==> src/hdl/ghp_pkg.sv <==
// ----------------------------------------------------------------------------
// ghp_pkg
// Shared types, constants and the element size table of the header parser.
// ----------------------------------------------------------------------------
package ghp_pkg;

   localparam int MAX_KV_ENTRIES_DEF     = 256;
   localparam int MAX_TENSOR_ENTRIES_DEF = 1024;
   localparam int KEY_NAME_LEN_DEF       = 64;
   localparam int TENSOR_NAME_LEN_DEF    = 64;
   localparam int MAX_DIMS_DEF           = 4;

   localparam int QUEUE_DEPTH = 4;
   localparam int QPTR_W      = $clog2(QUEUE_DEPTH);

   localparam int CSR_INDEX_W = 2;
   localparam logic [CSR_INDEX_W-1:0] CSR_MAGIC       = 2'd0;
   localparam logic [CSR_INDEX_W-1:0] CSR_VERSION_MIN = 2'd1;
   localparam logic [CSR_INDEX_W-1:0] CSR_VERSION_MAX = 2'd2;

   localparam logic [31:0] MAGIC_RESET       = 32'h4655_4747;
   localparam logic [31:0] VERSION_MIN_RESET = 32'd2;
   localparam logic [31:0] VERSION_MAX_RESET = 32'd3;

   localparam logic [2:0] KIND_COUNTS = 3'd0;
   localparam logic [2:0] KIND_NAME   = 3'd1;
   localparam logic [2:0] KIND_KV     = 3'd2;
   localparam logic [2:0] KIND_TENSOR = 3'd3;
   localparam logic [2:0] KIND_DONE   = 3'd4;
   localparam logic [2:0] KIND_ERROR  = 3'd5;

   localparam logic [3:0] NAME_KEY    = 4'd0;
   localparam logic [3:0] NAME_TENSOR = 4'd1;

   localparam logic [63:0] ERR_TRUNCATED   = 64'd1;
   localparam logic [63:0] ERR_BAD_MAGIC   = 64'd2;
   localparam logic [63:0] ERR_BAD_VERSION = 64'd3;
   localparam logic [63:0] ERR_TOO_MANY    = 64'd4;
   localparam logic [63:0] ERR_BAD_TYPE    = 64'd5;

   localparam logic [31:0] TYPE_STRING = 32'd8;
   localparam logic [31:0] TYPE_ARRAY  = 32'd9;
   localparam logic [31:0] TYPE_LAST   = 32'd12;

   typedef struct packed {
      logic [2:0]       kind;
      logic [9:0]       entry;
      logic [3:0]       vtype;
      logic [63:0]      vword;
      logic [31:0]      arr_etype;
      logic [31:0]      dim_count;
      logic [3:0][63:0] dims;
      logic [63:0]      offset;
   } rec_type;

   typedef struct packed {
      rec_type     rec0;
      logic        has1;
      logic [2:0]  kind1;
      logic [9:0]  entry1;
      logic [63:0] offset1;
   } slot_type;

   function automatic logic [3:0] elem_size(input logic [31:0] code);
      logic [3:0] sz;
      case (code)
         32'd0, 32'd1, 32'd7:    sz = 4'd1;
         32'd2, 32'd3:           sz = 4'd2;
         32'd4, 32'd5, 32'd6:    sz = 4'd4;
         32'd8, 32'd9:           sz = 4'd0;
         32'd10, 32'd11, 32'd12: sz = 4'd8;
         default:                sz = 4'd4;
      endcase
      return sz;
   endfunction

endpackage

==> src/hdl/ghp_back.sv <==
// ----------------------------------------------------------------------------
// ghp_back
// Record sender: unpacks each queued slot into one or two result records.
// ----------------------------------------------------------------------------
module ghp_back (
   input  logic              clock,
   input  logic              reset,
   input  ghp_pkg::slot_type head,
   input  logic              empty,
   output logic              pop,
   output logic              out_valid,
   input  logic              out_ready,
   output ghp_pkg::rec_type  out_rec,
   output logic              out_last
);

   logic sel_ff, sel_in, fire;

   assign out_valid = !empty;
   assign out_last  = sel_ff || !head.has1;
   assign fire      = out_valid && out_ready;
   assign pop       = fire && out_last;

   always_comb begin
      out_rec = head.rec0;
      if (sel_ff) begin
         out_rec = '0;
         out_rec.kind = head.kind1;
         out_rec.entry = head.entry1;
         out_rec.offset = head.offset1;
         out_rec.vword = (head.kind1 == ghp_pkg::KIND_ERROR) ? ghp_pkg::ERR_TRUNCATED : '0;
      end
      sel_in = sel_ff;
      if (fire) sel_in = !out_last;
   end

   always_ff @(posedge clock) begin
      if (reset) sel_ff <= 1'b0;
      else sel_ff <= sel_in;
   end

endmodule

==> config.mk <==
export PLATFORM = sky130hd
export DESIGN_NAME = ghp_back
export DESIGN_NICKNAME = d
export VERILOG_FILES = /design/src/hdl/ghp_pkg.sv /design/src/hdl/ghp_back.sv
export SDC_FILE = /design/constraint.sdc
export NUM_CORES = 1
export LEC_CHECK = 0
export BUFFER_PORTS_ARGS = -buffer_cell sky130_fd_sc_hd__buf_2
export CORE_AREA = 2 2 395 397
export DETAILED_ROUTE_END_ITERATION = 10
export DIE_AREA = 0 0 397 399
export GPL_TIMING_DRIVEN = 0
export HOLD_SLACK_MARGIN = 0.02
export SKIP_CTS_REPAIR_TIMING = 1
export SLEW_MARGIN = 20
export SYNTH_ARGS = -nofsm -noshare
export SYNTH_HDL_FRONTEND = slang
export SYNTH_SLANG_ARGS = --single-unit
==> constraint.sdc <==
create_clock -name clock -period 1.25 [get_ports clock]
set_input_delay 0.25 -clock clock [delete_from_list [all_inputs] [get_ports clock]]
set_output_delay 0.25 -clock clock [all_outputs]
set_load 0.005 [all_outputs]
## Word level (Yosys, flattened, before mapping)

Cells that the tools add are included.

| word-level totals | value |
|---|---|
| register bits after elaboration | 1 |
| bits in latches | 0 |
| RAM bits | 0 |
| bits in read-only memories | 0 |
| input bits | 547 |
| output and inout bits | 468 |
| word-level logic and storage cells | 10 |
| memories kept | 0 |

| operators by class | value |
|---|---|
| add/subtract/negate cells | 0 |
| $mul | 0 |
| div/mod/pow operators | 0 |
| order comparisons | 0 |
| eq/ne operators | 1 |
| shifts and indexed selects | 0 |
| muxes and demuxes | 2 |
| bitwise gates (word level) | 0 |
| reduce and logical (&&, ||, !) cells | 6 |

Operator list:

| operator | number |
|---|---|
| 2-to-1 mux 465 bit | 1 |
| == test 3 bit, second input constant | 1 |
| logical NOT 1 bit | 3 |
| logical AND 1 bit | 2 |
| logical OR 1 bit | 1 |
| 2-to-1 mux 1 bit | 1 |

## Logic depth before layout (Yosys ltp)

| depth | value |
|---|---|
| word-level depth | 3 |
| depth in mapped cells | 5 |
| mapped depth without buffers | 3 |

## Worst setup path before layout

No wires, ideal clock.

| timing path | value |
|---|---|
| path kind | reg2out |
| from | register sel_ff |
| to | output out_rec[462] (netlist bit) |
| arrival | 1.026 ns |
| data required time | 1.000 ns |
| path slack | -0.026 ns |
| cell stages (with the launch flop) | 4 |
| path buffers | 2 |
| cell sequence | dfxtp_1 > buf_6 > clkbuf_1 > mux2_2 |

RTL lines:

| what | RTL line | RTL |
|---|---|---|
| start, declared | ghp_back.sv:17 | `logic sel_ff, sel_in, fire;` |
| start signal, assigned | ghp_back.sv:39 | `else sel_ff <= sel_in;` |
| end, declared | ghp_back.sv:13 | `output ghp_pkg::rec_type out_rec,` |

==> reports/results.ini <==
[placement]
routabilityCongestion = 1.25
hpwl_um = 113000
io_buffers = 1014

[flow_run]
drv_cap = 0

[global_routing]
grt_pass1_vias = 8220
grt-ovfl-total = 0
grt_pass1_wl_um = 132000
antenna_found_initial = 206
grt_use_total_pct = 13.9
grt_max_degree = 11

[timing]
whs_ns = 0.407
period_minus_slack_ns = 1.66
drv_slew = 0
hold_viol = 0
max_freq_ghz = 0.601
rsz0062_at_grt = yes
setup_ws_ns = -0.413
fin_skew_ns = 0
setup_violations = 467
final.period_utilization_pct = 133
worstMarginPinSlew_ns = 0.491
worst_slew_margin_rel_pct = 67.2

[run_status]
status = finished, violations left
violations = negative setup slack

[critical_path]
path_class = register to output pin
max_stage_delay_ns = 0.45
worstPathRequired_ns = 1.00
crit_buf_inv = 3
endpoint_kind = output pin
crit_arrival_ns = 1.41
worst-path-max-fanout = 10
crit_slowest_cell = mux2_2
cp-start-kind = register
crit_chain = buf_12 > buf_6 > mux2_2 > buf_2
path_delay_family = buffers and inverters

[min_path]
hold_path.class = input port to register

[layout]
layout_common_cells = buf_2, nor2b_1, buf_6, mux2_4, clkbuf_4
drive_above_1_share_pct = 77.4
area.growth.synth_to_final_pct = 227
nets = 2096
largest_reg_flops = 1
regMostFlops = sel_ff
final_common_cell = buf_2
reg_top3 = sel_ff: 1 flops

[floorplanning]
io_pins = 1015
die_area_sq_mm = 0.158
fp-row-count = 144
chipWidth_um = 397
die_y_um = 399
initial_utilization_pct = 2.53
coreArea_sq_mm = 0.154

[routing]
vias = 9641
drtIter0Drc = 834
viasPerCell = 2.63
ant_nets = 0
firstDrtPassIters = 5
wire_per_inst_um = 32.6
drc = 0
drt-total-wl_um = 119000

[yosys]
ys_ff_latch = 1
syn-num-nets = 1074
synth_cells = 527
yosysWarnings = 0
ys_seq_area_share_pct = 0.516
yosysUniqueCellTypes = 16
synth_area_sq_mm = 0.00388
avgSynthCellArea_sq_um = 7.36

[power]
power.leakage_nw = 6.23
power_mw = 5.37
power_density_mw_per_mm2 = 423
peakVddDrop_mv = 0.209

[clocking]
clock_latency_ns = 0
clk_pin_slew_worst_paths_ns = 0

## metal layers
metal / part of all wire, % / GRT usage (%) / wire, um
met3: 17 / 11.0 / 19900
met1: 33 / 13.7 / 39800
met4: 4.4 / 3.80 / 5220
met5: 1.2 / 1.09 / 1380
met2: 44 / 22.1 / 52800
## final cells by class
class                   count  area [sq um]
fillers                 18100        141000
repair buffers           1020          5640
multi-input cells         471          3760
well taps                2044          2560
plain buffers              52           526
diodes                     68           170
flip-flops and latches      1          23.8
inverters                   3          11.3
## kinds of logic after synthesis
kind of cell    share of synthesized area (%)
mux                                      27.5
buf+inv                                  8.57
compound gates                          0.129
simple gates                             63.3
flops                                   0.516
## path summary, 6_finish.rpt
check	start	to	slack, ns	depth (start not counted)
worst max register to register	sel_ff$_SDFFE_PP0P_	sel_ff$_SDFFE_PP0P_	-0.27	4
worst max-delay path	sel_ff$_SDFFE_PP0P_	out_rec[0]	-0.41	4
worst min-delay path	reset	sel_ff$_SDFFE_PP0P_	0.41	2
worst min register to register	sel_ff$_SDFFE_PP0P_	sel_ff$_SDFFE_PP0P_	1.01	5
## synthesized netlist by cell type
master | instances | share of area, %
inv_1 | 3 | 0.29
mux2_4 | 50 | 19
and2_1 | 1 | 0.16
nor2_1 | 1 | 0.097
buf_6 | 2 | 0.58
dfxtp_1 | 1 | 0.52
nor2b_1 | 384 | 62
mux2_2 | 28 | 8.1
nand4b_1 | 1 | 0.23
and2b_1 | 4 | 0.77
o21ai_0 | 1 | 0.13
nand2b_1 | 1 | 0.16
clkbuf_1 | 5 | 0.48
buf_8 | 5 | 1.9
buf_2 | 38 | 4.9
buf_4 | 2 | 0.39
## power breakdown
group	switching (mW)	total [mW]	internal (mW)
clock network	0	0.00000714	0.00000714
logic	2.96	5.33	2.37
registers	0.00411	0.0375	0.0334
## metrics by stage
stage | cells | area, sq um | worst slack [ns] | TNS [ns] | util (%)
finish | 3659 | 12700 | -0.413 | -115.17 | 8.25
global route | 3641 | 12600 | -0.435 | -140.41 | 8.22
detailed placement | 3585 | 11500 | -0.777 | -202.45 | 7.50
global placement | 3585 | 11500 | -0.771 | -202.09 | 7.50
CTS | 3585 | 11500 | -0.784 | -203.99 | 7.50
floorplan | 527 | 3890 | 0.00166 | 0 | -
Power figures use the tool's default switching activity.
